File: src/rtl/core/qat_pkg.sv
// Shared types, character codes and result codes of the argument tokenizer.
`timescale 1ns / 1ps

package qat_pkg;

   localparam logic [7:0] CH_QUOTE  = 8'h22;
   localparam logic [7:0] CH_SPACE  = 8'h20;
   localparam logic [7:0] CH_BSLASH = 8'h5C;
   localparam logic [7:0] CH_NUL    = 8'h00;

   localparam int QUEUE_DEPTH = 4;
   localparam int QPTR_W      = $clog2(QUEUE_DEPTH);
   localparam int QCNT_W      = $clog2(QUEUE_DEPTH + 1);

   typedef enum logic [1:0] {
      KIND_START   = 2'd0,
      KIND_CHAR    = 2'd1,
      KIND_SUMMARY = 2'd2
   } kind_type;

   typedef enum logic [1:0] {
      STATUS_OK       = 2'd0,
      STATUS_UNCLOSED = 2'd1,
      STATUS_TOO_MANY = 2'd2
   } status_type;

   typedef struct packed {
      kind_type   kind;
      logic [1:0] arg_index;
      logic [7:0] arg_char;
      status_type status;
      logic [2:0] arg_count;
   } result_type;

   // results caused by one character; second is used only when two is set
   typedef struct packed {
      result_type first;
      result_type second;
      logic       two;
   } record_type;

   typedef struct packed {
      logic full;
      logic empty;
   } queue_status_type;

   function automatic result_type make_result(kind_type k, logic [1:0] idx, logic [7:0] c,
                                              status_type s, logic [2:0] n);
      result_type r;
      r.kind      = k;
      r.arg_index = idx;
      r.arg_char  = c;
      r.status    = s;
      r.arg_count = n;
      return r;
   endfunction

endpackage

File: src/rtl/core/qat_front.sv
// Front end: accepts characters, tracks quoting state and builds result records.
`timescale 1ns / 1ps

module qat_front import qat_pkg::*; #(
   parameter int MAX_ARGS = 4
) (
   input  logic             clock,
   input  logic             reset,
   input  logic             req_valid,
   output logic             req_ready,
   input  logic [7:0]       req_line_char,
   input  logic             req_line_end,
   input  queue_status_type q_status,
   output logic             push,
   output record_type       push_rec
);

   localparam int CNT_W = $clog2(MAX_ARGS + 1);
   localparam int EXT_W = CNT_W + 3;

   logic             in_arg_ff, in_arg_in;
   logic             in_quote_ff, in_quote_in;
   logic             pend_ff, pend_in;
   logic             ovf_ff, ovf_in;
   logic [CNT_W-1:0] count_ff, count_in;

   logic             accept;
   logic             is_end;
   logic             at_limit;
   logic [EXT_W-1:0] cnt_ext;
   logic [EXT_W-1:0] cnt_m1_ext;
   logic [1:0]       cur_idx;
   logic [1:0]       new_idx;
   logic [2:0]       cnt_out;
   logic [1:0]       n_res;
   result_type       r0, r1;
   status_type       end_status;

   assign req_ready  = !q_status.full;
   assign accept     = req_valid && req_ready;
   assign is_end     = req_line_end || (req_line_char == CH_NUL);
   assign at_limit   = count_ff >= CNT_W'(MAX_ARGS);
   assign cnt_ext    = EXT_W'(count_ff);
   assign cnt_m1_ext = cnt_ext - EXT_W'(1);
   assign cur_idx    = (count_ff == '0) ? 2'd0 : cnt_m1_ext[1:0];
   assign new_idx    = cnt_ext[1:0];
   assign cnt_out    = cnt_ext[2:0];
   assign end_status = ovf_ff ? STATUS_TOO_MANY : (in_quote_ff ? STATUS_UNCLOSED : STATUS_OK);

   always_comb begin
      in_arg_in   = in_arg_ff;
      in_quote_in = in_quote_ff;
      pend_in     = pend_ff;
      ovf_in      = ovf_ff;
      count_in    = count_ff;
      n_res       = 2'd0;
      r0          = make_result(KIND_START, 2'd0, CH_NUL, STATUS_OK, 3'd0);
      r1          = r0;
      priority if (is_end) begin
         if (pend_ff) begin
            r0    = make_result(KIND_CHAR, cur_idx, CH_BSLASH, STATUS_OK, 3'd0);
            r1    = make_result(KIND_SUMMARY, 2'd0, CH_NUL, end_status, cnt_out);
            n_res = 2'd2;
         end else begin
            r0    = make_result(KIND_SUMMARY, 2'd0, CH_NUL, end_status, cnt_out);
            n_res = 2'd1;
         end
         in_arg_in   = 1'b0;
         in_quote_in = 1'b0;
         pend_in     = 1'b0;
         ovf_in      = 1'b0;
         count_in    = '0;
      end else if (ovf_ff) begin
         n_res = 2'd0;
      end else if (req_line_char == CH_QUOTE) begin
         priority if (pend_ff) begin
            pend_in = 1'b0;
            r0      = make_result(KIND_CHAR, cur_idx, CH_QUOTE, STATUS_OK, 3'd0);
            n_res   = 2'd1;
         end else if (in_arg_ff && !in_quote_ff) begin
            r0    = make_result(KIND_CHAR, cur_idx, CH_QUOTE, STATUS_OK, 3'd0);
            n_res = 2'd1;
         end else if (in_arg_ff) begin
            in_arg_in   = 1'b0;
            in_quote_in = 1'b0;
         end else if (at_limit) begin
            ovf_in = 1'b1;
         end else begin
            count_in    = count_ff + CNT_W'(1);
            in_arg_in   = 1'b1;
            in_quote_in = 1'b1;
            r0          = make_result(KIND_START, new_idx, CH_NUL, STATUS_OK, 3'd0);
            n_res       = 2'd1;
         end
      end else if (req_line_char == CH_SPACE) begin
         priority if (pend_ff) begin
            pend_in = 1'b0;
            r0      = make_result(KIND_CHAR, cur_idx, CH_SPACE, STATUS_OK, 3'd0);
            n_res   = 2'd1;
         end else if (in_arg_ff && !in_quote_ff) begin
            in_arg_in = 1'b0;
         end else if (in_quote_ff) begin
            r0    = make_result(KIND_CHAR, cur_idx, CH_SPACE, STATUS_OK, 3'd0);
            n_res = 2'd1;
         end else begin
            n_res = 2'd0;
         end
      end else begin
         // a held backslash implies an open argument
         priority if (pend_ff) begin
            r0 = make_result(KIND_CHAR, cur_idx, CH_BSLASH, STATUS_OK, 3'd0);
            if (req_line_char == CH_BSLASH) begin
               n_res = 2'd1;
            end else begin
               pend_in = 1'b0;
               r1      = make_result(KIND_CHAR, cur_idx, req_line_char, STATUS_OK, 3'd0);
               n_res   = 2'd2;
            end
         end else if (!in_arg_ff && at_limit) begin
            ovf_in = 1'b1;
         end else if (!in_arg_ff) begin
            count_in  = count_ff + CNT_W'(1);
            in_arg_in = 1'b1;
            r0        = make_result(KIND_START, new_idx, CH_NUL, STATUS_OK, 3'd0);
            if (req_line_char == CH_BSLASH) begin
               pend_in = 1'b1;
               n_res   = 2'd1;
            end else begin
               r1    = make_result(KIND_CHAR, new_idx, req_line_char, STATUS_OK, 3'd0);
               n_res = 2'd2;
            end
         end else if (req_line_char == CH_BSLASH) begin
            pend_in = 1'b1;
         end else begin
            r0    = make_result(KIND_CHAR, cur_idx, req_line_char, STATUS_OK, 3'd0);
            n_res = 2'd1;
         end
      end
   end

   assign push            = accept && (n_res != 2'd0);
   assign push_rec.first  = r0;
   assign push_rec.second = r1;
   assign push_rec.two    = n_res == 2'd2;

   always_ff @(posedge clock) begin
      if (reset) begin
         in_arg_ff   <= 1'b0;
         in_quote_ff <= 1'b0;
         pend_ff     <= 1'b0;
         ovf_ff      <= 1'b0;
         count_ff    <= '0;
      end else if (accept) begin
         in_arg_ff   <= in_arg_in;
         in_quote_ff <= in_quote_in;
         pend_ff     <= pend_in;
         ovf_ff      <= ovf_in;
         count_ff    <= count_in;
      end
   end

endmodule

File: src/rtl/core/qat_queue.sv
// Record queue between the front end and the output sequencer.
`timescale 1ns / 1ps

module qat_queue import qat_pkg::*; (
   input  logic             clock,
   input  logic             reset,
   input  logic             push,
   input  record_type       push_rec,
   input  logic             pop,
   output record_type       head_rec,
   output queue_status_type q_status
);

   record_type        mem_ff [QUEUE_DEPTH];
   logic [QPTR_W-1:0] wr_ptr_ff, wr_ptr_in;
   logic [QPTR_W-1:0] rd_ptr_ff, rd_ptr_in;
   logic [QCNT_W-1:0] fill_ff, fill_in;

   assign q_status.full  = fill_ff == QCNT_W'(QUEUE_DEPTH);
   assign q_status.empty = fill_ff == '0;
   assign head_rec       = mem_ff[rd_ptr_ff];

   always_comb begin
      wr_ptr_in = push ? wr_ptr_ff + QPTR_W'(1) : wr_ptr_ff;
      rd_ptr_in = pop ? rd_ptr_ff + QPTR_W'(1) : rd_ptr_ff;
      fill_in   = fill_ff + QCNT_W'(push) - QCNT_W'(pop);
   end

   always_ff @(posedge clock) begin
      if (push) begin
         mem_ff[wr_ptr_ff] <= push_rec;
      end
   end

   always_ff @(posedge clock) begin
      if (reset) begin
         wr_ptr_ff <= '0;
         rd_ptr_ff <= '0;
         fill_ff   <= '0;
      end else begin
         wr_ptr_ff <= wr_ptr_in;
         rd_ptr_ff <= rd_ptr_in;
         fill_ff   <= fill_in;
      end
   end

endmodule

File: src/rtl/core/qat_back.sv
// Output sequencer: sends the one or two results of each queued record in order.
`timescale 1ns / 1ps

module qat_back import qat_pkg::*; (
   input  logic             clock,
   input  logic             reset,
   input  record_type       head_rec,
   input  queue_status_type q_status,
   output logic             pop,
   output logic             rsp_valid,
   input  logic             rsp_ready,
   output logic [1:0]       rsp_kind,
   output logic [1:0]       rsp_arg_index,
   output logic [7:0]       rsp_arg_char,
   output logic [1:0]       rsp_status,
   output logic [2:0]       rsp_arg_count,
   output logic             rsp_last
);

   logic       sub_ff, sub_in;
   logic       xfer;
   result_type cur;

   assign rsp_valid     = !q_status.empty;
   assign cur           = sub_ff ? head_rec.second : head_rec.first;
   assign rsp_last      = sub_ff || !head_rec.two;
   assign xfer          = rsp_valid && rsp_ready;
   assign pop           = xfer && rsp_last;
   assign rsp_kind      = cur.kind;
   assign rsp_arg_index = cur.arg_index;
   assign rsp_arg_char  = cur.arg_char;
   assign rsp_status    = cur.status;
   assign rsp_arg_count = cur.arg_count;

   always_comb begin
      sub_in = sub_ff;
      if (xfer) begin
         sub_in = !rsp_last;
      end
   end

   always_ff @(posedge clock) begin
      if (reset) begin
         sub_ff <= 1'b0;
      end else begin
         sub_ff <= sub_in;
      end
   end

endmodule

File: src/rtl/core/quoted_argument_tokenizer.sv
// Top level of the quoted argument tokenizer.
`timescale 1ns / 1ps

// Takes one line character per cycle and splits the line into at most MAX_ARGS
// arguments, sending argument-start, argument-character and end-of-line summary
// results. The front end classifies a character and updates the quoting state in
// the cycle it is taken; a character causes zero, one or two results, which go as
// one record into a four-entry queue. The output sequencer sends the results of a
// record one at a time, popping the record after its last one has gone out, and
// input is only stalled when the queue is full.

module quoted_argument_tokenizer import qat_pkg::*; #(
   parameter int MAX_ARGS = 4
) (
   input  logic       clock,
   input  logic       reset,
   input  logic       req_valid,
   output logic       req_ready,
   input  logic [7:0] req_line_char,
   input  logic       req_line_end,
   output logic       rsp_valid,
   input  logic       rsp_ready,
   output logic [1:0] rsp_kind,
   output logic [1:0] rsp_arg_index,
   output logic [7:0] rsp_arg_char,
   output logic [1:0] rsp_status,
   output logic [2:0] rsp_arg_count,
   output logic       rsp_last
);

   queue_status_type q_status;
   logic             push;
   logic             pop;
   record_type       push_rec;
   record_type       head_rec;

   qat_front #(
      .MAX_ARGS(MAX_ARGS)
   ) u_front (
      .clock         (clock),
      .reset         (reset),
      .req_valid     (req_valid),
      .req_ready     (req_ready),
      .req_line_char (req_line_char),
      .req_line_end  (req_line_end),
      .q_status      (q_status),
      .push          (push),
      .push_rec      (push_rec)
   );

   qat_queue u_queue (
      .clock    (clock),
      .reset    (reset),
      .push     (push),
      .push_rec (push_rec),
      .pop      (pop),
      .head_rec (head_rec),
      .q_status (q_status)
   );

   qat_back u_back (
      .clock         (clock),
      .reset         (reset),
      .head_rec      (head_rec),
      .q_status      (q_status),
      .pop           (pop),
      .rsp_valid     (rsp_valid),
      .rsp_ready     (rsp_ready),
      .rsp_kind      (rsp_kind),
      .rsp_arg_index (rsp_arg_index),
      .rsp_arg_char  (rsp_arg_char),
      .rsp_status    (rsp_status),
      .rsp_arg_count (rsp_arg_count),
      .rsp_last      (rsp_last)
   );

   a_summary_last: assert property (@(posedge clock) disable iff (reset)
      rsp_valid && (rsp_kind == KIND_SUMMARY) |-> rsp_last)
      else $error("summary not marked last");

   a_plain_fields: assert property (@(posedge clock) disable iff (reset)
      rsp_valid && (rsp_kind != KIND_SUMMARY) |-> (rsp_status == STATUS_OK) &&
      (rsp_arg_count == 3'd0))
      else $error("status or count set on a non-summary result");

   a_second_follows: assert property (@(posedge clock) disable iff (reset)
      rsp_valid && rsp_ready && !rsp_last |=> rsp_valid)
      else $error("second result of a record missing");

endmodule
File: config.mk
export PLATFORM = sky130hd
export DESIGN_NAME = quoted_argument_tokenizer
export DESIGN_NICKNAME = d
export VERILOG_FILES = /design/src/rtl/core/qat_pkg.sv /design/src/rtl/core/qat_front.sv /design/src/rtl/core/qat_queue.sv /design/src/rtl/core/qat_back.sv /design/src/rtl/core/quoted_argument_tokenizer.sv
export SDC_FILE = /design/constraint.sdc
export NUM_CORES = 1
export LEC_CHECK = 0
export BUFFER_PORTS_ARGS = -buffer_cell sky130_fd_sc_hd__buf_4
export CAP_MARGIN = 20
export CELL_PAD_IN_SITES_DETAIL_PLACEMENT = 1
export CELL_PAD_IN_SITES_GLOBAL_PLACEMENT = 1
export CORE_ASPECT_RATIO = 1.75
export CORE_MARGIN = 5
export CORE_UTILIZATION = 52
export DETAILED_ROUTE_END_ITERATION = 7
export PLACE_DENSITY_LB_ADDON = 0.1
export SETUP_SLACK_MARGIN = 0.5
export SKIP_LAST_GASP = 1
export SYNTH_ARGS = -nofsm -noshare
export SYNTH_HDL_FRONTEND = slang
export SYNTH_HIERARCHICAL = 1
export SYNTH_SLANG_ARGS = --single-unit
File: constraint.sdc
create_clock -name clock -period 5.7 [get_ports clock]
set_clock_uncertainty 0.1 [all_clocks]
set_input_delay 1.71 -clock clock [delete_from_list [all_inputs] [get_ports clock]]
set_output_delay 1.71 -clock clock [all_outputs]
set_load 0.1 [all_outputs]
-- Word-level counts from Yosys, hierarchy flattened
Memory sizes are Yosys's and may differ from the RTL's. A register that Yosys moved wholly into a read port is not among the register bits.
Cells that the tools add are included.
W data, S select, Z words.
- register bits: 15
- RAM bits: 140
- input bits: 13
- logic and storage cells: 152
- memories kept: 1
- add/subtract/negate cells: 6
- order comparisons: 1
- eq/ne operators: 16
- muxes and demuxes: 96
- reduce and logical (&&, ||, !) cells: 23
- memory list (name ; depth ; bits a word ; read ports ; clocked after Yosys merged registers in ; write ports ; line ; RTL):
    u_queue.mem_ff ; 4 ; 35 ; 1 ; 1 ; 1 ; qat_queue.sv:14 ; record_type mem_ff [QUEUE_DEPTH];
- operators by type and width (kind ; count):
    $mux W17 ; 22
    $mux W16 ; 3
    $mux W1 ; 41
    $mux W2 ; 18
    $mux W3 ; 11
    $eq A8 B6 Y1 const B ; 2
    $mux W15 ; 1
    $reduce_and A6 Y1 ; 2
    $ne A3 B1 Y1 const B ; 3
    $eq A8 B7 Y1 const B ; 1
    $logic_not A8 Y1 ; 1
    $ne A4 B1 Y1 const B ; 2
    $reduce_and A8 Y1 ; 1
    $logic_and A1 B1 Y1 ; 6
    $logic_not A1 Y1 ; 6
    $logic_not A3 Y1 ; 2
    $ne A2 B2 Y1 const B ; 3
    $ne A3 B2 Y1 const B ; 2
    $add A2 B1 Y2 const B ; 2
    $reduce_bool A2 Y1 ; 2
    $add A3 B1 Y3 ; 1
    $add A3 B1 Y3 const B ; 1
    $eq A3 B3 Y1 const B ; 1
    $ge A3 B3 Y1 const B ; 1
    6 further kinds ; 7

-- Longest topological paths before layout
Gate-level depths: netlist of the first run.
- word-level depth: 13
- mapped depth: 12
- depth with buffers taken out: 12

-- Cells and area by module
The synthesis of the first run kept the hierarchy.
- by module, submodules not included (module ; instances ; cells each ; area an instance (µm²) ; seq. area each (µm²)):
    qat_queue ; 1 ; 225 ; 5541.6 ; 4384.2
    qat_front ; 1 ; 166 ; 1126.1 ; 140.1
    qat_back ; 1 ; 27 ; 291.5 ; 20.0

-- Worst setup path after synthesis of the first run
OpenSTA, ideal clock, no wires.
- kind: in2reg
- from: input req_line_char[0]
- to: memory u_queue/mem_ff[0][0] in the netlist's numbering, enable pin
- setup time: 0.395 ns
- arrival: 4.742 ns
- path slack: 0.463 ns
- stages: 9
- cell sequence: or2_2 -> nor4_4 -> inv_1 -> ha_1 -> nor3b_1 -> a221oi_2 -> a311o_1 -> a31oi_1 -> and2_1
- word-level cells in the longest chain between the ends: 13
- ends and longest elaborated chain (what ; line ; RTL):
    from (decl) ; quoted_argument_tokenizer.sv:19 ; input logic [7:0] req_line_char,
    $eq A8 B7 Y1 ; qat_front.sv:112, qat_front.sv:125, qat_front.sv:132 ;
    $mux W2 / $mux W1 (equally long branches) ; qat_front.sv:112, qat_front.sv:125, qat_front.sv:132 ;
    $mux W2 ; qat_front.sv:121 ; end else if (!in_arg_ff) begin
    $mux W2 ; qat_front.sv:119 ; end else if (!in_arg_ff && at_limit) begin
    $mux W2 ; qat_front.sv:110 ; priority if (pend_ff) begin
    $mux W2 ; qat_front.sv:95 ; end else if (req_line_char == CH_SPACE) begin
    $mux W2 ; qat_front.sv:75 ; end else if (req_line_char == CH_QUOTE) begin
    $mux W2 ; qat_front.sv:73 ; end else if (ovf_ff) begin
    $mux W2 * ; qat_front.sv:59 ; priority if (is_end) begin
    $reduce_bool A2 Y1 * ; qat_front.sv:141 ; assign push = accept && (n_res != 2'd0);
    $logic_and A1 B1 Y1 * ; qat_front.sv:141 ;
    named net push ; quoted_argument_tokenizer.sv:32 ; logic push;
    $mux W1 * ; qat_queue.sv:30 ; if (push) begin
    $mux W1 (not written as such) * ; qat_queue.sv:31 ; mem_ff[wr_ptr_ff] <= push_rec;
    to (decl) ; qat_queue.sv:14 ;
The timed path passes the listed nets; every way through them passes the cells marked *.

-- Final worst setup path of the first run
- from: input req_line_char[0]
- to: register u_queue.fill_ff[2]
- word-level cells in the longest chain between the ends: 13
- ends and longest elaborated chain (what ; line ; RTL):
    $eq A8 B7 Y1 ; qat_front.sv:112, qat_front.sv:125, qat_front.sv:132 ;
    $mux W2 / $mux W1 (equally long branches) ; qat_front.sv:112, qat_front.sv:125, qat_front.sv:132 ;
    $mux W2 ; qat_front.sv:121 ;
    $mux W2 ; qat_front.sv:119 ;
    $mux W2 ; qat_front.sv:110 ;
    $mux W2 ; qat_front.sv:95 ;
    $mux W2 ; qat_front.sv:75 ;
    $mux W2 ; qat_front.sv:73 ;
    $mux W2 * ; qat_front.sv:59 ;
    $reduce_bool A2 Y1 * ; qat_front.sv:141 ;
    $logic_and A1 B1 Y1 * ; qat_front.sv:141 ;
    named net push ; quoted_argument_tokenizer.sv:32 ;
    $add A3 B1 Y3 * ; qat_queue.sv:26 ; fill_in = fill_ff + QCNT_W'(push) - QCNT_W'(pop);
    $sub A3 B1 Y3 * ; qat_queue.sv:26 ;
    to (signal assigned) ; qat_queue.sv:43 ; fill_ff <= fill_in;
    to (decl) ; qat_queue.sv:17 ; logic [QCNT_W-1:0] fill_ff, fill_in;
Marks and branches as above.
A chain may end at the register's enable or synchronous reset.

==> impl_table.tex, run 1 <==
\begin{tabular}{lr}
\hline
Metric & Value \\
\hline
\multicolumn{2}{l}{\textbf{Clock network}} \\
\quad Setup repair bufs after CTS & 0 \\
\quad Clk sinks & 157 \\
\quad Cts bufs inserted & 17 \\
\quad Clock slew at reported path FFs & 0.06 ns \\
\quad CTS tree & yes \\
\quad \# resized after CTS & 0 \\
\quad Clk\_lat worst skew & 0.42 ns \\
\quad Number of hold buffers added after CTS & 0 \\
\quad Root buffer cell & sky130\_fd\_sc\_hd\_\_clkbuf\_16 \\
\quad Worst-case clock buffer depth & 2 \\
\quad H-tree levels & 4 \\
\multicolumn{2}{l}{\textbf{Placed design}} \\
\quad Cells after DPL & 617 \\
\quad Post-placement setup slack & 0.529 ns \\
\quad Estimated wirelength of the detail-placed design & 9720 um \\
\quad Placer's final routability congestion estimate & 0.894 \\
\quad IO Port Bufs & 32 \\
\multicolumn{2}{l}{\textbf{Floorplan}} \\
\quad Die width & 97.5 um \\
\quad Initial standard-cell utilization of the core & 52.6\% \\
\quad Die area & 0.0159 sq mm \\
\quad Die height & 163 um \\
\quad Core footprint & 0.0132 sq mm \\
\quad \# IOs & 33 \\
\quad Row count & 56 \\
\multicolumn{2}{l}{\textbf{Finish}} \\
\quad Number of antenna cells inserted & 0 \\
\quad Final core utilization & 60.2\% \\
\quad Post-synthesis to final-layout area growth & 14.6\% \\
\quad FILL cells & 1195 \\
\quad Fraction of final layout cells sized beyond drive strength 1 & 30.7\% \\
\quad Footprint of the flip-flops and latches & 0.00455 sq mm \\
\quad Final nets & 487 \\
\quad Non-filler instance count after layout & 650 \\
\quad Multi-input gate area & 0.00217 sq mm \\
\multicolumn{2}{l}{\textbf{Setup path}} \\
\quad First element of the critical path & req\_line\_char[0] \\
\quad Setup Crit Path Kind & input pin to flop \\
\quad Worst path slowest cell & sky130\_fd\_sc\_hd\_\_a31oi\_1 \\
\quad Kind of capture point of the worst setup path & flop \\
\quad Worst Setup Start Kind & input pin \\
\quad Ordered cell list for the critical path & buf\_4 -> or2\_2 -> nor4\_4 -> inv\_1 -> ha\_1 -> nor3b\_1 -> a221oi\_2 -> a311o\_1 -> a31oi\_1 -> ha\_1 -> fa\_1 -> xor3\_1 -> nor2\_1 \\
\quad Highest cell delay on the worst timing path & 0.49 ns \\
\quad Reg-to-reg slack, setup & 2.38 ns \\
\quad Critical Path AT & 4.95 ns \\
\quad WP data required & 5.96 ns \\
\quad Most repeated library cell on the critical path & sky130\_fd\_sc\_hd\_\_ha\_1 \\
\quad Critical path peak fanout & 7 \\
\multicolumn{2}{l}{\textbf{Drt}} \\
\quad Wirelength per Cell & 22.9 um \\
\quad First-pass iteration count of the detailed router & 4 \\
\quad Final routed DRC violation total & 0 \\
\quad Via total after detailed routing & 3780 \\
\quad Number of routed nets with antenna violations & 0 \\
\quad Final WL & 14900 um \\
\quad Vias per cell & 5.82 \\
\quad DRC marker count from the first detailed-route iteration & 252 \\
\multicolumn{2}{l}{\textbf{Yosys}} \\
\quad Most instantiated flip-flop cell in the synthesis netlist & sky130\_fd\_sc\_hd\_\_edfxtp\_1 \\
\quad Mean area per synthesized cell & 16.6 sq um \\
\quad Fraction of synthesis flops using an asynchronous set or reset pin & 0\% \\
\quad Sequential cell area fraction in the yosys report & 65.3\% \\
\quad Syn Nets & 442 \\
\quad Number of flops mapped to enable cells by yosys & 140 \\
\quad Number of synthesized register bits & 157 \\
\quad Number of synthesis warnings & 6 \\
\quad Cells after synthesis & 418 \\
\quad Post-synthesis cell area & 0.00696 sq mm \\
\quad Cell variety after synth & 62 \\
\multicolumn{2}{l}{\textbf{STA}} \\
\quad Remaining max-slew budget at the tightest pin & 52.6\% \\
\quad Shortest clock period the worst path allows after layout & 4.69 ns \\
\quad Pins Over Slew Limit & 0 \\
\quad Unrepaired setup endpoints after global routing & no \\
\quad Top achievable clock speed & 0.213 GHz \\
\quad Endpoints failing hold & 0 \\
\quad Setup Total Neg Slack & 0 ns \\
\quad Period utilization & 82.4\% \\
\quad Final-report setup violation count & 0 \\
\quad Setup WS post-layout & 1.01 ns \\
\quad Worst Tran Pin Value & 0.704 ns \\
\multicolumn{2}{l}{\textbf{GRT}} \\
\quad Pin count of the biggest net entering global routing & 36 \\
\quad Antenna violations before repair & 0 \\
\quad Number of global-route vias before repair & 4217 \\
\quad Leftover overflow at the end of global routing & 0 \\
\quad Global Route Usage Sum & 20.2\% \\
\quad Global-route wire length before repair & 23800 um \\
\multicolumn{2}{l}{\textbf{Worst hold path}} \\
\quad Worst hold path class & flop to flop \\
\quad Hold Startpoint & u\_queue/rd\_ptr\_ff[1] \\
\multicolumn{2}{l}{\textbf{Status}} \\
\quad Outcome & finished, final reports clean \\
\multicolumn{2}{l}{\textbf{Power and ir drop}} \\
\quad Power Dens Cells & 485 mW/mm\^{}2 \\
\quad Static leakage & 0.00274 uW \\
\quad Worst vdd rail ir drop & 0.352 mV \\
\multicolumn{2}{l}{\textbf{Job}} \\
\quad Number of violations of the max-capacitance limit & 0 \\
\hline
\end{tabular}
==> metrics by stage <==
step	hold WS (ns)	total power (uW)	area (sq um)
2_1_floorplan	0.391	2550	6960
3_3_place_gp	0.417	2780	7370
3_5_place_dp	0.450	2810	7370
4_1_cts	0.460	3920	7950
5_1_grt	0.494	4050	7980
6_report	0.458	3870	7980
==> synthesized netlist by cell type (5+ instances only) <==
cell type                  number  area share (%)
sky130_fd_sc_hd__edfxtp_1     140              60
sky130_fd_sc_hd__mux4_2        30             9.7
sky130_fd_sc_hd__nor2_1        28             1.5
sky130_fd_sc_hd__inv_1         19             1.0
sky130_fd_sc_hd__mux2_2        18             2.9
sky130_fd_sc_hd__dfxtp_1       17             4.9
sky130_fd_sc_hd__a21oi_1       16             1.2
sky130_fd_sc_hd__nand2_1       12            0.65
sky130_fd_sc_hd__and2_1        11            0.99
sky130_fd_sc_hd__nor3_1        11            0.79
sky130_fd_sc_hd__ha_1          10             1.8
sky130_fd_sc_hd__clkbuf_1       7            0.38
sky130_fd_sc_hd__nand2b_1       6            0.54
sky130_fd_sc_hd__and3_1         5            0.45
sky130_fd_sc_hd__buf_6          5            0.81
sky130_fd_sc_hd__mux4_1         5             1.9
sky130_fd_sc_hd__o21a_1         5            0.54
sky130_fd_sc_hd__o21ai_0        5            0.36
==> cell type report <==
cell class,instances,share of cell area (%)
multi-input combinational,222,27.2
inverter,19,0.894
tap,174,2.73
clock buffer,18,5.38
timing repair buffer,46,4.89
sequential,157,57.0
clock inverter,14,1.87
==> power by group <==
group,internal [uW],switching (uW),leakage [uW],total [uW]
Combinational,425,913,0.00102,1340
Sequential,1390,46.3,0.00144,1440
Clock,620,472,0.000284,1090
==> critical path, delay by kind of cell <==
family          cells  cell delay, ns
buf+inv             2            0.28
fa+ha+maj           3            0.74
xor+xnor            1            0.39
simple gates        4            0.90
compound gates      3            0.93
==> final timing paths <==
kind	endpoint	depth (start not counted)
max reg2reg	u_queue/fill_ff[2]	10
max	u_queue/fill_ff[2]	13
min	flop	2
min reg2reg	flop	2
==> registers in the layout (all words and copies together) (netlist names), 2 cells and up, named ones only <==
| signal | cells |
|---|---|
| u_queue/fill_ff | 3 |
| u_front/cnt_out | 3 |
| u_queue/wr_ptr_ff | 2 |
| u_queue/rd_ptr_ff | 2 |
| u_queue/mem_ff | 140 |
==> layout by cell type, fill, tap and decap left out, types with 3 or more instances in the layout <==
| cell type | synthesis | routed |
|---|---|---|
| sky130_fd_sc_hd__nor2_1 | 28 | 28 |
| sky130_fd_sc_hd__nor2b_1 | 4 | 4 |
| sky130_fd_sc_hd__clkbuf_16 | 0 | 17 |
| sky130_fd_sc_hd__and3_1 | 5 | 5 |
| sky130_fd_sc_hd__mux2_2 | 18 | 18 |
| sky130_fd_sc_hd__nand2b_1 | 6 | 6 |
| sky130_fd_sc_hd__inv_6 | 0 | 5 |
| sky130_fd_sc_hd__a21oi_1 | 16 | 16 |
| sky130_fd_sc_hd__mux2i_1 | 3 | 3 |
| sky130_fd_sc_hd__inv_8 | 0 | 4 |
| sky130_fd_sc_hd__and2_1 | 11 | 7 |
| sky130_fd_sc_hd__mux4_1 | 5 | 5 |
| sky130_fd_sc_hd__dfxtp_1 | 17 | 16 |
| sky130_fd_sc_hd__o21a_1 | 5 | 5 |
| sky130_fd_sc_hd__xnor2_1 | 3 | 3 |
| sky130_fd_sc_hd__nand2_1 | 12 | 12 |
| sky130_fd_sc_hd__nand3_1 | 3 | 3 |
| sky130_fd_sc_hd__a211oi_1 | 4 | 4 |
| sky130_fd_sc_hd__nor3_1 | 11 | 11 |
| sky130_fd_sc_hd__ha_1 | 10 | 10 |
| sky130_fd_sc_hd__buf_4 | 0 | 43 |
| sky130_fd_sc_hd__o21ai_0 | 5 | 5 |
| sky130_fd_sc_hd__edfxtp_1 | 140 | 140 |
| sky130_fd_sc_hd__mux4_2 | 30 | 30 |
| sky130_fd_sc_hd__and2_2 | 1 | 5 |
| sky130_fd_sc_hd__inv_1 | 19 | 19 |
==> routing by layer <==
metal  GRT usage [%]  up-vias  part of all wire (%)
li1                -     1728                     -
met1            23.4     1958                    39
met2            37.2       76                    56
met3            4.10       18                   3.4
met4            6.62        0                   1.6
met5               0        -                     0
==> cells by family after synthesis <==
logic type               synth area share [%]
multiplexers                             15.2
AND/OR/NAND/NOR                          8.58
adder cells (fa/ha/maj)                  2.09
flip-flops                               65.3
AO/OA/AOI/OAI                            4.60
XOR/XNOR                                0.719
buffers and inverters                    3.56
(Power assumes the default switching activity.)
==> run 2, diff against run 1 <==
clock period = 4.7 ns   (was 5.7 ns; I/O delays follow)
==> impl_table.tex, run 2 (synthesis gave the netlist of run 1 again) <==
\begin{tabular}{lr}
\hline
Metric & Value \\
\hline
\multicolumn{2}{l}{\textbf{Clock network}} \\
\quad Root buffer cell & sky130\_fd\_sc\_hd\_\_clkbuf\_16 \\
\quad \# resized after CTS & 0 \\
\quad Setup repair bufs after CTS & 0 \\
\quad Number of hold buffers added after CTS & 0 \\
\quad H-tree levels & 4 \\
\quad Clock slew at reported path FFs & 0.06 ns \\
\quad Worst-case clock buffer depth & 2 \\
\quad Cts bufs inserted & 17 \\
\quad CTS tree & yes \\
\quad Clk\_lat worst skew & 0.42 ns \\
\quad Clk sinks & 157 \\
\multicolumn{2}{l}{\textbf{Floorplan}} \\
\quad Core footprint & 0.0132 sq mm \\
\quad Die height & 163 um \\
\quad Die area & 0.0159 sq mm \\
\quad Initial standard-cell utilization of the core & 52.6\% \\
\quad Die width & 97.5 um \\
\quad Row count & 56 \\
\quad \# IOs & 33 \\
\multicolumn{2}{l}{\textbf{Drt}} \\
\quad Final routed DRC violation total & 0 \\
\quad DRC marker count from the first detailed-route iteration & 240 \\
\quad Final WL & 15000 um \\
\quad Vias per cell & 5.83 \\
\quad Via total after detailed routing & 3808 \\
\quad First-pass iteration count of the detailed router & 4 \\
\quad Number of routed nets with antenna violations & 0 \\
\quad Wirelength per Cell & 23.0 um \\
\multicolumn{2}{l}{\textbf{GRT}} \\
\quad Number of global-route vias before repair & 4299 \\
\quad Leftover overflow at the end of global routing & 0 \\
\quad Pin count of the biggest net entering global routing & 36 \\
\quad Global-route wire length before repair & 24200 um \\
\quad Global Route Usage Sum & 20.3\% \\
\quad Antenna violations before repair & 0 \\
\multicolumn{2}{l}{\textbf{Setup path}} \\
\quad Kind of capture point of the worst setup path & output port \\
\quad Setup Crit Path Kind & flop to output port \\
\quad WP data required & 3.19 ns \\
\quad Critical register-to-register path endpoint & u\_queue/fill\_ff[2] \\
\quad Worst Setup Start Kind & flop \\
\quad Depth of the most critical reg-to-reg path & 9 \\
\quad Reg-to-reg slack, setup & 1.69 ns \\
\quad Highest cell delay on the worst timing path & 0.70 ns \\
\quad Worst path slowest cell & sky130\_fd\_sc\_hd\_\_dfxtp\_2 \\
\quad Ordered cell list for the critical path & buf\_12 -> mux4\_1 -> mux2\_2 -> buf\_4 \\
\quad Critical path peak fanout & 22 \\
\quad Critical Path AT & 2.53 ns \\
\multicolumn{2}{l}{\textbf{Finish}} \\
\quad Final core utilization & 60.5\% \\
\quad Post-synthesis to final-layout area growth & 15.1\% \\
\quad Most frequent cells in the layout & sky130\_fd\_sc\_hd\_\_edfxtp\_1, sky130\_fd\_sc\_hd\_\_buf\_4, sky130\_fd\_sc\_hd\_\_mux4\_2 \\
\quad Most frequent standard cell in the layout excluding fill and tap cells & sky130\_fd\_sc\_hd\_\_edfxtp\_1 \\
\quad Most flops, register & u\_queue/mem\_ff \\
\quad Max FFs per register & 140 \\
\quad FILL cells & 1194 \\
\quad Footprint of the flip-flops and latches & 0.00455 sq mm \\
\quad Fraction of final layout cells sized beyond drive strength 1 & 31.7\% \\
\quad Multi-input gate area & 0.00220 sq mm \\
\quad Final nets & 491 \\
\quad Number of antenna cells inserted & 0 \\
\multicolumn{2}{l}{\textbf{Power and ir drop}} \\
\quad Worst vdd rail ir drop & 0.443 mV \\
\quad Static leakage & 0.00275 uW \\
\quad Power Dens Cells & 585 mW/mm\^{}2 \\
\multicolumn{2}{l}{\textbf{Worst hold path}} \\
\quad Worst hold path class & flop to flop \\
\quad Worst hold path cell count & 2 \\
\quad Hold Startpoint & u\_front/cnt\_out[1] \\
\quad Endpoint of the worst hold-timing path & u\_front/cnt\_out[1] \\
\multicolumn{2}{l}{\textbf{Placed design}} \\
\quad Estimated wirelength of the detail-placed design & 9880 um \\
\quad IO Port Bufs & 32 \\
\quad Placer's final routability congestion estimate & 0.854 \\
\multicolumn{2}{l}{\textbf{STA}} \\
\quad Period utilization & 86.0\% \\
\quad Endpoints failing hold & 0 \\
\quad Remaining max-slew budget at the tightest pin & 58.4\% \\
\quad Unrepaired setup endpoints after global routing & no \\
\quad Worst Tran Pin Value & 0.617 ns \\
\quad Setup Total Neg Slack & 0 ns \\
\quad Pins Over Slew Limit & 0 \\
\quad Final-report setup violation count & 0 \\
\quad Top achievable clock speed & 0.247 GHz \\
\quad Shortest clock period the worst path allows after layout & 4.04 ns \\
\multicolumn{2}{l}{\textbf{Status}} \\
\quad Outcome & finished, final reports clean \\
\multicolumn{2}{l}{\textbf{Job}} \\
\quad Number of violations of the max-capacitance limit & 0 \\
\hline
\end{tabular}
## run 2: metal layers
metal | share of wire, % | vias up | global-route usage (%)
li1 | - | 1732 | -
met1 | 38 | 1968 | 23.7
met3 | 3.3 | 23 | 4.44
met5 | 0 | - | 0
met4 | 2.0 | 0 | 7.44
met2 | 57 | 85 | 36.7
## run 2: worst max path at each step
stage | from | to | slack (ns) | cells past startpoint
6_report | flop | rsp_arg_index[0] | 0.66 | 4
5_1_grt | flop | rsp_arg_index[0] | 0.51 | 4
4_1_cts | flop | rsp_arg_index[0] | 0.58 | 4
3_5_place_dp | req_line_char[0] | u_queue/fill_ff[1] | 0.28 | 12
3_3_place_gp | req_line_char[0] | u_queue/fill_ff[1] | 0.37 | 12
2_1_floorplan | req_line_char[0] | u_queue/fill_ff[1] | 0.52 | 11
## run 2: per-stage QoR
stage / instances / hold WS [ns] / power (uW) / setup slack, ns / area, sq um
global route: 653 / 0.487 / 4900 / 0.506 / 8010
detailed placement: 622 / 0.447 / 3440 / 0.281 / 7450
finish: 653 / 0.457 / 4690 / 0.657 / 8010
global placement: 622 / 0.422 / 3410 / 0.368 / 7450
CTS: 653 / 0.460 / 4750 / 0.576 / 8010
floorplan: 418 / 0.391 / 3110 / 0.519 / 6990
## run 2: power breakdown
group / leakage (uW) / total [uW] / switching [uW] / internal (uW)
clock: 0.000258 / 1300 / 562 / 736
sequential: 0.00144 / 1770 / 78.9 / 1690
combinational: 0.00105 / 1620 / 1090 / 528
## run 2: layout make-up
cell class | instances | share of cell area, %
flip-flops and latches | 157 | 56.7
multi-input cells | 222 | 27.5
clock buffers | 18 | 5.36
repair buffers | 50 | 5.15
well taps | 174 | 2.72
clock inverters | 13 | 1.64
inverters | 19 | 0.890
## run 2: worst max-delay path: cells and delay by family, from the launching register on
family	cells	cell delay, ns
DFF	1	0.70
buffers and inverters	2	0.53
muxes	2	0.87
==> run 3, diff against run 2 <==
CORE_UTILIZATION = 28   (was 52)
==> impl_table.tex, run 3 (synthesis gave the netlist of run 1 again) <==
\begin{tabular}{lr}
\hline
Metric & Value \\
\hline
\multicolumn{2}{l}{\textbf{Finish}} \\
\quad FILL cells & 2532 \\
\quad Number of antenna cells inserted & 0 \\
\quad Multi-input gate area & 0.00220 sq mm \\
\quad Most frequent standard cell in the layout excluding fill and tap cells & sky130\_fd\_sc\_hd\_\_edfxtp\_1 \\
\quad Post-synthesis to final-layout area growth & 18.6\% \\
\quad Max FFs per register & 140 \\
\quad Most frequent cells in the layout & sky130\_fd\_sc\_hd\_\_edfxtp\_1, sky130\_fd\_sc\_hd\_\_buf\_4, sky130\_fd\_sc\_hd\_\_mux4\_2 \\
\quad Footprint of the flip-flops and latches & 0.00455 sq mm \\
\quad Final nets & 492 \\
\quad Fraction of final layout cells sized beyond drive strength 1 & 31.0\% \\
\quad Most flops, register & u\_queue/mem\_ff \\
\multicolumn{2}{l}{\textbf{Floorplan}} \\
\quad Initial standard-cell utilization of the core & 28.4\% \\
\quad Row count & 76 \\
\quad Core footprint & 0.0245 sq mm \\
\quad Die area & 0.0282 sq mm \\
\quad Die width & 129 um \\
\quad Die height & 219 um \\
\quad \# IOs & 33 \\
\multicolumn{2}{l}{\textbf{Setup path}} \\
\quad Critical path peak fanout & 13 \\
\quad Reg-to-reg slack, setup & 1.73 ns \\
\quad CP bufs+invs & 2 \\
\quad Depth of the most critical reg-to-reg path & 8 \\
\quad Critical Path AT & 2.51 ns \\
\quad Critical register-to-register path endpoint & u\_queue/fill\_ff[1] \\
\quad Kind of cell with the highest combined delay on the critical path & multiplexers \\
\quad Setup Crit Path Kind & flop to output port \\
\quad WP data required & 3.19 ns \\
\quad Highest cell delay on the worst timing path & 0.66 ns \\
\quad Kind of capture point of the worst setup path & output port \\
\quad Worst path slowest cell & sky130\_fd\_sc\_hd\_\_dfxtp\_2 \\
\quad Ordered cell list for the critical path & buf\_4 -> mux4\_1 -> mux2\_2 -> buf\_4 \\
\quad Worst Setup Start Kind & flop \\
\quad Most repeated library cell on the critical path & sky130\_fd\_sc\_hd\_\_buf\_4 \\
\multicolumn{2}{l}{\textbf{Clock network}} \\
\quad Worst-case clock buffer depth & 2 \\
\quad Root buffer cell & sky130\_fd\_sc\_hd\_\_clkbuf\_16 \\
\quad Number of hold buffers added after CTS & 0 \\
\quad H-tree levels & 4 \\
\quad Cts bufs inserted & 17 \\
\quad \# resized after CTS & 0 \\
\quad Clk\_lat worst skew & 0.43 ns \\
\quad CTS tree & yes \\
\quad Setup repair bufs after CTS & 0 \\
\quad Clock slew at reported path FFs & 0.06 ns \\
\quad Clk sinks & 157 \\
\multicolumn{2}{l}{\textbf{STA}} \\
\quad Endpoints failing hold & 0 \\
\quad Final-report setup violation count & 0 \\
\quad Top achievable clock speed & 0.249 GHz \\
\quad Setup Total Neg Slack & 0 ns \\
\quad Shortest clock period the worst path allows after layout & 4.02 ns \\
\quad Unrepaired setup endpoints after global routing & no \\
\quad Hold slack final & 0.445 ns \\
\quad Worst Tran Pin Value & 0.706 ns \\
\quad Period utilization & 85.5\% \\
\quad Pins Over Slew Limit & 0 \\
\quad Remaining max-slew budget at the tightest pin & 52.5\% \\
\multicolumn{2}{l}{\textbf{Job}} \\
\quad Number of violations of the max-capacitance limit & 0 \\
\multicolumn{2}{l}{\textbf{Power and ir drop}} \\
\quad Total power consumption of the routed design & 4740 uW \\
\quad Worst vdd rail ir drop & 0.439 mV \\
\quad Static leakage & 0.00277 uW \\
\quad Proportion of total power due to net switching & 36.6\% \\
\quad Internal portion of total power & 3010 uW \\
\quad Register share of total power & 37.5\% \\
\quad Gate power share & 34.8\% \\
\quad Power Dens Cells & 575 mW/mm\^{}2 \\
\quad Fraction of power consumed by the clock network & 27.7\% \\
\quad Net Switching & 1730 uW \\
\multicolumn{2}{l}{\textbf{GRT}} \\
\quad Global Route Usage Sum & 13.3\% \\
\quad Global-route wire length before repair & 26800 um \\
\quad Leftover overflow at the end of global routing & 0 \\
\quad Antenna violations before repair & 0 \\
\quad Pin count of the biggest net entering global routing & 36 \\
\quad Number of global-route vias before repair & 4333 \\
\multicolumn{2}{l}{\textbf{Drt}} \\
\quad Final routed DRC violation total & 0 \\
\quad Via total after detailed routing & 3812 \\
\quad Final WL & 17400 um \\
\quad Wirelength per Cell & 22.0 um \\
\quad DRC marker count from the first detailed-route iteration & 222 \\
\quad Number of routed nets with antenna violations & 0 \\
\quad First-pass iteration count of the detailed router & 4 \\
\quad Vias per cell & 4.81 \\
\multicolumn{2}{l}{\textbf{Placed design}} \\
\quad Estimated wirelength of the detail-placed design & 12300 um \\
\quad IO Port Bufs & 32 \\
\quad Placer's final routability congestion estimate & 0.828 \\
\multicolumn{2}{l}{\textbf{Worst hold path}} \\
\quad Worst hold path class & flop to flop \\
\quad Hold Startpoint & u\_queue/rd\_ptr\_ff[1] \\
\quad Worst hold path cell count & 2 \\
\quad Endpoint of the worst hold-timing path & u\_queue/rd\_ptr\_ff[1] \\
\multicolumn{2}{l}{\textbf{Status}} \\
\quad Outcome & finished, final reports clean \\
\hline
\end{tabular}
[run 3: cell types whose count changed in the layout (fill, tap and decap cells not counted), sizes merged]
cell / delta
buf: +1
clkbuf: +2
clkinvlp: -2
bufinv: +1
inv: -4
clkinv: +4
[run 3: power by group through the flow]
| stage | sequential, uW | clock, uW | combinational (uW) |
|---|---|---|---|
| after CTS | 1790 | 1360 | 1690 |
| after floorplan | 1750 | 0 | 1360 |
| after global routing | 1800 | 1430 | 1740 |
| final | 1780 | 1310 | 1650 |
| after global placement | 1810 | 0 | 1670 |
| after detailed placement | 1820 | 0 | 1680 |
[run 3: worst max-delay path by stage]
stage / slack, ns / end / depth (start not counted)
CTS: 0.56 / rsp_arg_index[1] / 4
global route: 0.51 / rsp_arg_index[1] / 4
floorplan: 0.52 / u_queue/fill_ff[1] / 11
detailed placement: 0.28 / u_queue/mem_ff[2][9] / 12
global placement: 0.34 / u_queue/mem_ff[3][26] / 12
finish: 0.68 / rsp_arg_index[1] / 4
[run 3: layout make-up]
class                           instances  share of cell area (%)
Sequential cell                       157                    55.1
Tap cell                              312                    4.73
Multi-Input combinational cell        222                    26.7
Clock inverter                         12                    1.47
Clock buffer                           20                    5.29
Inverter                               19                   0.864
Timing Repair Buffer                   51                    5.85
[run 3: metrics by stage]
| stage | cells | setup WS, ns | instance area (sq um) | utilization [%] |
|---|---|---|---|---|
| 6_report | 793 | 0.683 | 8250 | 33.6 |
| 2_1_floorplan | 418 | 0.519 | 6990 | - |
| 5_1_grt | 793 | 0.506 | 8250 | 33.6 |
| 3_3_place_gp | 761 | 0.342 | 7690 | 31.4 |
| 4_1_cts | 793 | 0.560 | 8250 | 33.6 |
| 3_5_place_dp | 761 | 0.277 | 7690 | 31.4 |
[run 3: tightest hold or removal path, stage by stage, from the launching register on]
cell,delay (ns)
sky130_fd_sc_hd__dfxtp_1,0.31
sky130_fd_sc_hd__nand3b_1,0.10
sky130_fd_sc_hd__a21oi_1,0.08
[run 3: metal layers]
metal  vias up  GRT usage (%)  part of all wire (%)
met1      2002           15.1                    39
met5         -              0                     0
met3        14           3.47                   3.3
li1       1732              -                     -
met2        64           23.8                    56
met4         0           4.63                   1.5
